File: src/design/integer_square_root_rounded_unit_macros.svh
// assertion helpers used by isrr_core
`ifndef INTEGER_SQUARE_ROOT_ROUNDED_UNIT_MACROS_SVH
`define INTEGER_SQUARE_ROOT_ROUNDED_UNIT_MACROS_SVH

// same-cycle implication, disabled during reset
`define ISRR_ASSERT_SAME(label, ante, cons, msg) \
	label: assert property (@(posedge clk) disable iff (!arst_n) (ante) |-> (cons)) \
		else $error(msg);

// next-cycle implication, disabled during reset
`define ISRR_ASSERT_NEXT(label, ante, cons, msg) \
	label: assert property (@(posedge clk) disable iff (!arst_n) (ante) |=> (cons)) \
		else $error(msg);

`endif

File: src/design/isrr_pkg.sv
`default_nettype none

package isrr_pkg;

	typedef enum logic [1:0] {
		ST_IDLE,
		ST_RUN,
		ST_ROUND
	} isrr_state_t;

	// top level to core
	typedef struct packed {
		logic start;
		logic res_ready;
	} isrr_ctrl_t;

	// core to top level
	typedef struct packed {
		logic idle;
		logic res_valid;
	} isrr_status_t;

endpackage

`default_nettype wire

File: src/design/isrr_core.sv
`default_nettype none

`include "integer_square_root_rounded_unit_macros.svh"

module isrr_core
	import isrr_pkg::*;
#(
	parameter int RADICAND_WIDTH = 32
) (
	input  wire logic                          clk,
	input  wire logic                          arst_n,
	input  wire isrr_ctrl_t                    ctrl,
	input  wire logic [RADICAND_WIDTH-1:0]     radicand,
	output isrr_status_t                       status,
	output logic [RADICAND_WIDTH/2:0]          root
);

	localparam int DS = (RADICAND_WIDTH + 1) / 2;
	localparam int SW = 2 * DS;
	localparam int RW = RADICAND_WIDTH / 2 + 1;
	localparam int CW = $clog2(DS);

	isrr_state_t       state_q;
	isrr_state_t       state_d;
	logic [CW-1:0]     cnt_q;
	logic [SW-1:0]     rad_q;
	logic [DS+1:0]     rem_q;
	logic [DS:0]       root_q;

	logic [DS+1:0]     rem_sh;
	logic [DS+1:0]     trial;
	logic [DS+2:0]     diff;
	logic              fits;
	logic              round_up;
	logic [DS:0]       rounded;

	// one root bit per step: bring down two radicand bits, try (root << 2) | 1
	assign rem_sh   = {rem_q[DS-1:0], rad_q[SW-1 -: 2]};
	assign trial    = {root_q[DS-1:0], 2'b01};
	assign diff     = {1'b0, rem_sh} - {1'b0, trial};
	assign fits     = ~diff[DS+2];
	assign round_up = rem_q > {1'b0, root_q};
	assign rounded  = root_q + (DS+1)'(round_up);
	assign root     = rounded[RW-1:0];

	always_comb begin
		state_d          = state_q;
		status.idle      = 1'b0;
		status.res_valid = 1'b0;
		case (state_q)
			ST_IDLE: begin
				status.idle = 1'b1;
				if (ctrl.start) begin
					state_d = ST_RUN;
				end
			end
			ST_RUN: begin
				if (cnt_q == '0) begin
					state_d = ST_ROUND;
				end
			end
			ST_ROUND: begin
				status.res_valid = 1'b1;
				if (ctrl.res_ready) begin
					state_d = ST_IDLE;
				end
			end
			default: begin
				state_d = ST_IDLE;
			end
		endcase
	end

	always_ff @(posedge clk or negedge arst_n) begin
		if (!arst_n) begin
			state_q <= ST_IDLE;
			cnt_q   <= '0;
		end else begin
			state_q <= state_d;
			if (ctrl.start) begin
				cnt_q <= CW'(DS - 1);
			end else if (state_q == ST_RUN) begin
				cnt_q <= cnt_q - 1'b1;
			end
		end
	end

	always_ff @(posedge clk) begin
		if (ctrl.start) begin
			rad_q  <= SW'(radicand);
			rem_q  <= '0;
			root_q <= '0;
		end else if (state_q == ST_RUN) begin
			rad_q  <= rad_q << 2;
			rem_q  <= fits ? diff[DS+1:0] : rem_sh;
			root_q <= {root_q[DS-1:0], fits};
		end
	end

	`ISRR_ASSERT_SAME(a_start_idle, ctrl.start, state_q == ST_IDLE, "start while busy")
	`ISRR_ASSERT_NEXT(a_last_step, (state_q == ST_RUN) && (cnt_q == '0), state_q == ST_ROUND, "missed rounding step")
	`ISRR_ASSERT_SAME(a_rem_bound, (state_q == ST_RUN) || (state_q == ST_ROUND), rem_q <= {root_q, 1'b0}, "remainder above twice the root")
	`ISRR_ASSERT_NEXT(a_hold_result, (state_q == ST_ROUND) && !ctrl.res_ready, (state_q == ST_ROUND) && $stable(root), "result lost while held")

endmodule

`default_nettype wire

File: src/design/integer_square_root_rounded_unit.sv
// integer square root, rounded to nearest
//
// input stream: s_tvalid/s_tready/s_tdata carries one radicand per transfer;
// only the low RADICAND_WIDTH bits of s_tdata are used.
// output stream: m_tvalid/m_tready/m_tdata carries the rounded root, one
// transfer per input transfer, in order.
// the root is built by a restoring digit-by-digit core, one root bit per
// cycle: (RADICAND_WIDTH+1)/2 steps, then a rounding state.
// one item is in the core at a time, so a new input is taken only once the
// core has handed its rounded root on to the output register and is idle.
// the output register parts the two sides: the core takes the next radicand
// while a finished root still waits in it. when the receiver stalls, the core
// holds its own finished root until the output register frees up.
// reset empties the output register and returns the core to idle.
`default_nettype none

module integer_square_root_rounded_unit
	import isrr_pkg::*;
#(
	parameter int RADICAND_WIDTH = 32
) (
	input  wire logic                                    clk,
	input  wire logic                                    arst_n,
	input  wire logic                                    s_tvalid,
	output logic                                         s_tready,
	input  wire logic [((RADICAND_WIDTH+7)/8)*8-1:0]     s_tdata,  // radicand
	output logic                                         m_tvalid,
	input  wire logic                                    m_tready,
	output logic [((RADICAND_WIDTH/2+8)/8)*8-1:0]        m_tdata   // root
);

	localparam int RW    = RADICAND_WIDTH / 2 + 1;
	localparam int OUT_W = ((RW + 7) / 8) * 8;

	isrr_ctrl_t         ctrl;
	isrr_status_t       status;
	logic [RW-1:0]      root;
	logic               m_valid_q;
	logic [OUT_W-1:0]   m_data_q;

	assign s_tready       = status.idle;
	assign ctrl.start     = s_tvalid & status.idle;
	assign ctrl.res_ready = ~m_valid_q | m_tready;

	isrr_core #(
		.RADICAND_WIDTH(RADICAND_WIDTH)
	) u_core (
		.clk      (clk),
		.arst_n   (arst_n),
		.ctrl     (ctrl),
		.radicand (s_tdata[RADICAND_WIDTH-1:0]),
		.status   (status),
		.root     (root)
	);

	always_ff @(posedge clk or negedge arst_n) begin
		if (!arst_n) begin
			m_valid_q <= 1'b0;
		end else if (ctrl.res_ready) begin
			m_valid_q <= status.res_valid;
		end
	end

	always_ff @(posedge clk) begin
		if (ctrl.res_ready && status.res_valid) begin
			m_data_q <= OUT_W'(root);
		end
	end

	assign m_tvalid = m_valid_q;
	assign m_tdata  = m_data_q;

endmodule

`default_nettype wire
File: config.mk
export PLATFORM = sky130hd
export DESIGN_NAME = integer_square_root_rounded_unit
export DESIGN_NICKNAME = d
export VERILOG_FILES = /design/src/design/isrr_pkg.sv /design/src/design/isrr_core.sv /design/src/design/integer_square_root_rounded_unit.sv
export VERILOG_INCLUDE_DIRS = /design/src /design/src/design
export SDC_FILE = /design/constraint.sdc
export NUM_CORES = 1
export LEC_CHECK = 0
export BUFFER_PORTS_ARGS = -buffer_cell sky130_fd_sc_hd__buf_4
export CAP_MARGIN = 10
export CORE_UTILIZATION = 40
export CTS_CLUSTER_DIAMETER = 60
export DETAILED_ROUTE_END_ITERATION = 6
export PLACE_DENSITY_LB_ADDON = 0.3
export SLEW_MARGIN = 5
export SYNTH_ARGS = -nofsm -noshare
export SYNTH_HDL_FRONTEND = slang
export SYNTH_SLANG_ARGS = --single-unit
File: constraint.sdc
create_clock -name clk -period 2.6 [get_ports clk]
set_input_delay 0.26 -clock clk [delete_from_list [all_inputs] [get_ports clk]]
set_output_delay 0.26 -clock clk [all_outputs]
set_load 0.02 [all_outputs]
; ---- Word-level counts from Yosys, hierarchy flattened
; Cells that the tools add are included.
[op_classes]
eq_ne = 5
bitwise = 4
n_mux = 11
add_sub_neg = 3
n_lt_le_gt_ge = 1
n_reduce_logical = 5
[op_table]
columns = operator, n
row1 = two-way mux 32 bit, 2
row2 = subtractor 18 x 18 -> 19 bit, 1
row3 = > comparator 18 x 17 -> 1 bit, 1
row4 = two-way mux 18 bit, 1
row5 = adder 17 x 1 -> 17 bit, 1
row6 = two-way mux 4 bit, 2
row7 = two-way mux 2 bit, 3
row8 = case mux 2 bit (3 select lines), 1
row9 = logical NOT 4 bit, 1
row10 = "!= test 2 bit, second input constant", 2
row11 = "subtractor 4 x 1 -> 4 bit, second input constant", 1
row12 = AND reduction 3 bit, 1
row13 = "== test 2 x 1 -> 1 bit, second input constant", 1
row14 = "== test 2 bit, second input constant", 1
row15 = logical NOT 2 bit, 1
row16 = two-way mux 1 bit, 2
row17 = "!= test 2 x 1 -> 1 bit, second input constant", 1
row18 = inverter 1 bit, 2
row19 = nonzero test 2 bit, 1
row20 = bitwise AND 1 bit, 1
row21 = logical AND 1 bit, 1
row22 = bitwise OR 1 bit, 1
[word_totals]
register_bits = 91

; ---- Longest topological paths before layout
; Gate-level depths: netlist (run 1).
[logic_depth]
word_depth = 5
depth_mapped = 15
depth_no_buf = 15

; ---- Hierarchy
; From an unflattened synthesis (run 1), not the netlist that was laid out.
[unflattened]
cells_unflattened = 471
hier_area_um2 = 4956.0
[by_module_without_submodules]
columns = mod, area_each_um2, instances, cells_per_inst
row1 = isrr_core, 4329.2, 1, 441
row2 = integer_square_root_rounded_unit, 626.9, 1, 30

; ---- Worst setup path before layout (run 1)
; No wires, ideal clock.
[synth_path]
kind = register to register
from = register u_core.root_q[10]
to = register m_data_q[16] (netlist: m_tdata[16]) (data pin)
path_stages_with_launch = 15
arrival_time_ns = 2.614
slack_ns = -0.272
required_time_ns = 2.342
path_cell_list = dfxtp_1 inv_1 ha_1 clkbuf_1 and3_1 nand4_1 o21ba_2 o31ai_1 a21oi_1 ha_1 and2_1 nand2_1 nor3_2 nand3_1 xnor2_1
[synth_between]
elab_chain_len = 2
[synth_lines]
columns = element, line_no
row1 = start: declaration, isrr_core.sv:28  ; logic [DS:0] root_q;
row2 = start signal: assignment, isrr_core.sv:96  ; root_q <= {root_q[DS-1:0], fits};
row3 = > comparator 18 x 17 -> 1 bit, isrr_core.sv:42  ; assign round_up = rem_q > {1'b0, root_q};
row4 = adder 17 x 1 -> 17 bit *, isrr_core.sv:43  ; assign rounded = root_q + (DS+1)'(round_up);
row5 = net root[16], integer_square_root_rounded_unit.sv:37  ; logic [RW-1:0] root;
row6 = end signal: assignment, integer_square_root_rounded_unit.sv:66  ; m_data_q <= OUT_W'(root);
row7 = end: declaration, integer_square_root_rounded_unit.sv:39  ; logic [OUT_W-1:0] m_data_q;
; Mark *: on every way through the listed nets, which the timed path passes. The rest lies on a longest branch.
; A chain may end at the register's enable or synchronous reset.

; ---- Worst setup path in the final report (run 1)
[layout_path]
from = register u_core.root_q[12]
to = register m_data_q[8] (netlist: m_tdata[8]) (data pin)
[layout_between]
elab_chain_len = 2
[layout_lines]
columns = element, line_no
row1 = > comparator 18 x 17 -> 1 bit, isrr_core.sv:42
row2 = adder 17 x 1 -> 17 bit, isrr_core.sv:43
row3 = net root[8], integer_square_root_rounded_unit.sv:37
; The timed path passes the listed nets, and every way through them passes these cells.

==> results of run 1 <==
[what timing repair did]
| item | CTS | global route |
|---|---|---|
| setup buffers | 6 | 3 |
| endpoints found under the hold margin | 7 | 0 |
| pin swaps | 13 | 12 |
| gates resized for setup | 15 | 12 |
| setup endpoints to repair | 8 | 14 |
| hold buffers | 1 | 0 |
| gates cloned | 0 | 0 |
[metal layers]
metal | vias to the layer above | share of wire | wire, µm
li1 | 2076 | - | -
met1 | 1878 | 0.47 | 5280
met2 | 94 | 0.48 | 5360
met3 | 13 | 0.041 | 466
met4 | 0 | 0.012 | 135
met5 | - | 0 | 0
[Yosys cell counts (11+ instances only)]
cell type,number,area share
xnor2_1,21,0.037
o21ai_0,28,0.028
nand3_1,35,0.035
inv_1,27,0.020
a21oi_1,20,0.020
o21ai_1,11,0.011
nand2_1,127,0.096
clkbuf_1,18,0.014
ha_1,22,0.056
dfxtp_1,35,0.14
edfxtp_1,49,0.30
[area by class of cell]
class	instances	share of cell area
inverter	27	0.0157
sequential	91	0.364
timing repair buffer	135	0.161
tap	147	0.0284
clock inverter	7	0.00773
clock buffer	9	0.0348
multi-input combinational	388	0.389
[report_power, final]
| group | internal [mW] | switching (mW) | total, mW |
|---|---|---|---|
| Sequential | 2.30 | 0.321 | 2.62 |
| Clock | 0.655 | 0.568 | 1.22 |
| Combinational | 2.87 | 3.15 | 6.02 |
[per-stage QoR]
stage	total power, mW	std cells	hold slack, ns	setup TNS, ns	instance area [µm²]
after global routing	10.7	804	0.172	-1.24	6470
final	9.86	804	0.171	-0.0504	6470
after global placement	8.18	778	0.0734	-0.131	6020
after CTS	9.80	801	0.159	-0.0450	6410
after floorplan	6.53	541	-0.0356	-0.160	5080
after detailed placement	8.32	778	0.0806	-0.523	6020
[worst reg2reg max path: cells and delay by family (launching register included)]
kind	cells	cell delay, ns
buffers and inverters	4	0.37
AO/OA/AOI/OAI	2	0.24
XOR/XNOR	1	0.14
AND/OR/NAND/NOR	6	0.84
adder cells (fa/ha/maj)	2	0.45
flip-flops	1	0.34
[flip-flops by register name, summed over array words and instances (netlist names)]
signal          flops
m_tdata            17
m_tvalid            1
u_core.cnt_q        4
u_core.rad_q       32
u_core.rem_q       18
u_core.root_q      17
u_core.state_q      2
[kinds of logic (layout without fill, tap and decap cells)]
group	after synthesis	count (layout)
AO/OA/AOI/OAI	102	102
XOR/XNOR	30	30
adder cells (fa/ha/maj)	22	22
buffers and inverters	62	178
flip-flops	91	91
multiplexers	11	11
other	1	7
AND/OR/NAND/NOR	216	216
[how the worst min path moves through the flow]
stage                           start               end  cells after the start
final                     s_tdata[19]  u_core.rad_q[19]                      3
after global routing      s_tdata[26]  u_core.rad_q[26]                      3
after CTS                 s_tdata[19]  u_core.rad_q[19]                      3
after detailed placement       arst_n   u_core.cnt_q[1]                      1
after global placement         arst_n   u_core.cnt_q[0]                      1
after floorplan                arst_n          m_tvalid                      0
==> flow_metrics.py, run 1 <==
metrics = {
    "yosys": {
        "synth_fa_ha_area_frac": 0.0556,
        "synthCells": 535,
        "synth_top_family_by_area": "simple AND/OR/NAND/NOR gates",
        "synthMuxAreaShare": 0.0225,
        "synth_compound_area_frac": 0.137,
        "synth_seq_cells": 91,
        "ys_warn_count": 0,
        "syn_area_um2": 4950,
        "yosysUniqueCellTypes": 59,
        "synth-xor-area-share": 0.0531,
        "synthFlopType": "edfxtp_1",
        "async_flop_share": 0.0769,
        "syn_area_per_cell_um2": 9.25,
        "yosysSeqAreaShare": 0.474,
        "yosys.area_share.simple": 0.198,
        "synth_edf_count": 49,
    },
    "global_route": {
        "met2_usage": 0.313,
        "grt-busiest-layer": "met2",
        "met1_usage": 0.246,
        "grt_pass1_vias": 4019,
        "antenna_found_initial": 0,
        "grt_pass1_wl_um": 19200,
        "use_met3": 0.0375,
        "grt_max_degree": 34,
        "track_usage": 0.188,
        "grt_overflow_total": 0,
    },
    "timing": {
        "fin_skew_ns": 0.00948,
        "finalHoldViolations": 0,
        "worst_pin_slew_ns": 0.923,
        "min_period_over_period": 1.01,
        "fin_ws_ns": -0.0289,
        "grt_setup_unrepaired": "yes",
        "setup_viol": 2,
        "min_period_ns": 2.63,
        "slew_headroom": 0.382,
        "fmax_mhz": 380,
        "slew_violations": 0,
    },
    "finish": {
        "final_nets": 710,
        "n_fill_cell": 1085,
        "regArea_um2": 2350,
        "fin_util": 0.539,
        "area_delta_synth_final_pct": 30.8,
        "most-common-layout-cells": "buf_4 (130), nand2_1 (123), edfxtp_1 (49)",
        "layout-drive-gt1-share": 0.304,
        "antennaDiodeCount": 0,
        "multi_input_area_um2": 2520,
        "final_common_cell": "buf_4",
    },
    "clocking": {
        "clock_path_buffers": 2,
        "htreeDepth": 3,
        "clock_sinks": 91,
        "clkSlewWorstSetupHoldPaths_ns": 0.07,
        "cts_tree": "yes",
        "clock_latency_ns": 0.34,
        "numCtsBuffers": 9,
        "cts-root-buf": "clkbuf_16",
    },
    "status": {
        "outcome": "finished, violations left",
        "violations": "setup timing",
    },
    "critical_path": {
        "crit_arrival_ns": 2.72,
        "startpoint_type": "flip-flop",
        "max_stage_delay_ns": 0.34,
        "reg2reg_to": "m_tdata[8]",
        "path_delay_family": "simple AND/OR/NAND/NOR gates",
        "cp_num_buf_inv": 4,
        "worstSetupStartpoint": "u_core.root_q[12]",
        "worst_path_max_delay_cell": "dfxtp_2",
        "r2r_start": "u_core.root_q[12]",
        "required_ns": 2.69,
        "end_kind": "flip-flop",
        "crit_fanout": 3,
        "crit_end": "m_tdata[8]",
        "crit_type": "flip-flop to flip-flop",
        "worstPathCellList": "inv_2, ha_4, and3_4, and3_4, buf_4, nand2_1, nor2_2, o31ai_4, a21oi_2, ha_2, and2_4, buf_4, buf_6, nand4_1, xnor2_1",
        "cp.depth": 15,
        "r2r_slack_ns": -0.03,
        "r2r_cells": 15,
    },
    "die": {
        "die_area_um2": 12800,
        "die_x_um": 113,
        "coreArea_um2": 12000,
        "initial_utilization": 0.412,
        "rows": 40,
        "ios": 62,
        "die_h_um": 113,
    },
    "route": {
        "dr_total_vias": 4061,
        "wl_per_cell_um": 14.0,
        "vias_per_cell": 5.05,
        "drc": 0,
        "ant_nets": 0,
        "drt_pass1_iterations": 5,
        "drt_iter0_drc": 217,
        "wl_um": 11200,
    },
    "power_and_ir_drop": {
        "leakagePower_nw": 2.86,
        "p_per_area_nw_per_um2": 1520,
        "vdd_ir_drop_max_mv": 0.531,
    },
    "placed_design": {
        "dp_slack_ns": -0.155,
        "port_buffers": 54,
        "gp_congestion": 0.900,
        "dp_hpwl_um": 8350,
    },
    "min_path": {
        "holdCritPathClass": "input pin to flip-flop",
    },
    "flow_run": {
        "cap_violations": 0,
    },
}
Note: power is estimated with default switching activity, not from simulation.
==> run 2, diff against run 1 <==
SYNTH_HIERARCHICAL = 1   (was not set)
==> run 2 against run 1 <==
The run still ends with setup timing left. Core utilization shrank 0.44 points. Wire length shrank 3.3%. First-iteration DRC count grew 2.3%. Area after synthesis grew 0.15%. Final cell count shrank 6.3%. Worst hold slack gained 0.021 ns. Register-to-register slack lost 0.10 ns. Sequential share of layout area grew 0.11 points. Critical path depth shrank 1. Power grew 2.8%. Combinational power grew 3%.
==> flow_metrics.py, run 2 <==
metrics = {
    "critical_path": {
        "cp_num_buf_inv": 2,
        "required_ns": 2.70,
        "crit_type": "flip-flop to flip-flop",
        "path_delay_family": "compound AO/OA/AOI/OAI gates",
        "worstPathCellList": "inv_2, ha_4, a21o_1, a21o_1, a21o_1, a21o_1, a2111oi_4, a21oi_2, ha_2, nand3_2, nor2_2, and4_4, buf_4, xnor2_2",
        "crit_fanout": 2,
        "worst_path_max_delay_cell": "a2111oi_4",
        "crit_arrival_ns": 2.84,
        "crit_top_cell": "a21o_1",
        "max_stage_delay_ns": 0.37,
        "end_kind": "flip-flop",
        "startpoint_type": "flip-flop",
    },
    "yosys": {
        "synthCells": 471,
        "synth.most_common_cell": "nand2_1",
        "synth_edf_count": 49,
        "synth_top_area_frac": 0.297,
        "yosysUniqueCellTypes": 58,
        "synth_seq_cells": 91,
        "async_flop_share": 0.0769,
        "ys_warn_count": 6,
        "syn_area_um2": 4960,
        "synth_commonest_cells": "nand2_1 (52), edfxtp_1 (49), a21oi_1 (41), dfxtp_1 (35), mux2_2 (30)",
        "synthTopCellsByArea": "edfxtp_1 (30%), dfxtp_1 (14%), mux2_2 (6.8%), ha_1 (5.6%), xnor2_1 (4.8%)",
        "yosysTopAreaCell": "edfxtp_1",
        "yosysSeqAreaShare": 0.474,
        "synthFlopType": "edfxtp_1",
        "syn_area_per_cell_um2": 10.5,
    },
    "min_path": {
        "holdCritPathClass": "input pin to flip-flop",
    },
    "power_and_ir_drop": {
        "clkPwrFrac": 0.131,
        "vdd_ir_drop_max_mv": 0.718,
        "seqPwrFrac": 0.259,
        "p_switching_mw": 3.99,
        "comb_power_share": 0.610,
        "p_per_area_nw_per_um2": 1570,
        "swShare": 0.394,
        "leakagePower_nw": 2.67,
        "internal_power_mw": 6.15,
    },
    "global_route": {
        "grt_pass1_vias": 3808,
        "grt_pass1_wl_um": 17900,
        "track_usage": 0.180,
        "antenna_found_initial": 0,
        "grt_overflow_total": 0,
        "grt_max_degree": 55,
    },
    "status": {
        "violations": "setup timing",
        "outcome": "finished, violations left",
    },
    "timing": {
        "fin_worst_hold_slack_ns": 0.192,
        "min_period_ns": 2.73,
        "tns_ns": -0.383,
        "slew_violations": 0,
        "finalHoldViolations": 0,
        "fmax_mhz": 366,
        "slew_headroom": 0.646,
        "fin_ws_ns": -0.133,
        "setup_viol": 7,
        "fin_skew_ns": 0.00906,
        "grt_setup_unrepaired": "yes",
        "min_period_over_period": 1.05,
        "worst_pin_slew_ns": 0.531,
    },
    "finish": {
        "n_fill_cell": 1096,
        "layout-drive-gt1-share": 0.361,
        "largest_register": "u_core/rad_q",
        "multi_input_area_um2": 2540,
        "final_common_cell": "buf_4",
        "final_nets": 638,
        "antennaDiodeCount": 0,
        "area_delta_synth_final_pct": 30.1,
        "most-common-layout-cells": "buf_4 (118), edfxtp_1 (49), nand2_1 (49)",
        "largest_reg_flops": 32,
        "largestRegisters": "u_core/rad_q x32, u_core/rem_q x18",
        "regArea_um2": 2350,
    },
    "die": {
        "die_x_um": 113,
        "die_h_um": 113,
        "ios": 62,
        "die_area_um2": 12800,
        "rows": 40,
        "coreArea_um2": 12100,
        "initial_utilization": 0.411,
    },
    "route": {
        "drt_pass1_iterations": 4,
        "dr_total_vias": 3811,
        "drc": 0,
        "wl_per_cell_um": 14.4,
        "drt_iter0_drc": 222,
        "wl_um": 10900,
        "vias_per_cell": 5.06,
        "ant_nets": 0,
    },
    "placed_design": {
        "gp_congestion": 0.852,
        "port_buffers": 54,
        "dp_hpwl_um": 7860,
    },
    "clocking": {
        "clock_path_buffers": 2,
        "clock_sinks": 91,
        "htreeDepth": 3,
        "clock_latency_ns": 0.36,
        "cts-root-buf": "clkbuf_16",
        "clkSlewWorstSetupHoldPaths_ns": 0.06,
        "cts_tree": "yes",
        "numCtsBuffers": 9,
    },
    "flow_run": {
        "cap_violations": 0,
    },
}
[run 2: cell count changes after synthesis, sizes merged, moves of 4 or more]
cell / previous run / this run
a21oi: 21 / 43
and2: 2 / 6
and3: 10 / 6
mux2: 1 / 31
nand2: 128 / 53
nand3: 35 / 10
nor2: 10 / 15
o21a: 2 / 6
o21ai: 40 / 23
o21bai: 7 / 3
xnor2: 21 / 27
[run 2: cells by family (layout without fill, tap and decap cells)]
logic type | after synthesis | count (layout) | share of synthesized area
buffers and inverters | 56 | 164 | 0.0523
and+or+nand+nor | 115 | 115 | 0.113
adders and majority gates | 22 | 22 | 0.0555
DFF | 91 | 91 | 0.474
xor gates and xnor gates | 33 | 33 | 0.0583
muxes | 41 | 41 | 0.0914
other | 1 | 7 | 0.000757
AOI/OAI and AO/OA | 112 | 112 | 0.155
[run 2: timing repair]
action	CTS	global route
buffers inserted	3	3
resized for setup	2	22
hold buffers	1	0
pin swaps	0	12
hold endpoints to repair	7	0
setup endpoints to repair	7	22
[run 2: through the flow]
| stage | worst slack [ns] | cells | total power, mW | utilization | area (µm²) |
|---|---|---|---|---|---|
| after CTS | -0.108 | 752 | 10.0 | 0.526 | 6340 |
| after global routing | -0.289 | 753 | 10.9 | 0.535 | 6450 |
| after global placement | -0.0479 | 732 | 8.43 | 0.498 | 6000 |
| after floorplan | -0.0689 | 477 | 6.78 | - | 5060 |
| after detailed placement | -0.115 | 732 | 8.59 | 0.498 | 6000 |
| final | -0.133 | 753 | 10.1 | 0.535 | 6450 |
[run 2: final cells by class]
cell class	instances	area share
Inverter	25	0.0146
Clock inverter	7	0.0120
Multi-Input combinational cell	330	0.394
Sequential cell	91	0.365
Timing Repair Buffer	123	0.147
Tap cell	168	0.0326
Clock buffer	9	0.0349
[run 2: worst register-to-register path: stages, from the launching register on]
cell and delay [ns]:
dfxtp_2 0.34, inv_2 0.05, ha_4 0.23, a21o_1 0.17, a21o_1 0.15, a21o_1 0.17
a21o_1 0.21, a2111oi_4 0.37, a21oi_2 0.10, ha_2 0.19, nand3_2 0.07, nor2_2 0.05
and4_4 0.15, buf_4 0.13, xnor2_2 0.11
[run 2: layer usage]
layer / vias to the layer above / share of wire / track usage
met5: - / 0 / 0
met4: 0 / 0.025 / 0.0746
met3: 19 / 0.045 / 0.0557
met2: 80 / 0.50 / 0.306
met1: 1823 / 0.43 / 0.211
li1: 1889 / - / -
[run 2: worst paths after layout]
| kind | cells after the start | slack [ns] | startpoint | endpoint |
|---|---|---|---|---|
| hold / removal | 2 | 0.19 | s_tdata[1] | u_core/rad_q[1] |
| max in group asynchronous | 2 | 2.22 | arst_n | u_core/cnt_q[2] |
| setup / recovery | 14 | -0.13 | u_core/root_q[11] | m_tdata[14] |
| min in group asynchronous | 2 | 0.25 | arst_n | u_core/cnt_q[1] |
| hold reg to reg | 2 | 0.47 | u_core/root_q[16] | u_core/root_q[16] |
| setup reg to reg | 14 | -0.13 | u_core/root_q[11] | m_tdata[14] |
[run 2: power groups by stage]
stage | clock network (mW) | logic [mW] | registers (mW)
2_1_floorplan | 0 | 4.16 | 2.61
3_3_place_gp | 0 | 5.82 | 2.62
3_5_place_dp | 0 | 5.94 | 2.64
4_1_cts | 1.37 | 6.01 | 2.62
5_1_grt | 1.42 | 6.78 | 2.69
6_report | 1.33 | 6.19 | 2.62
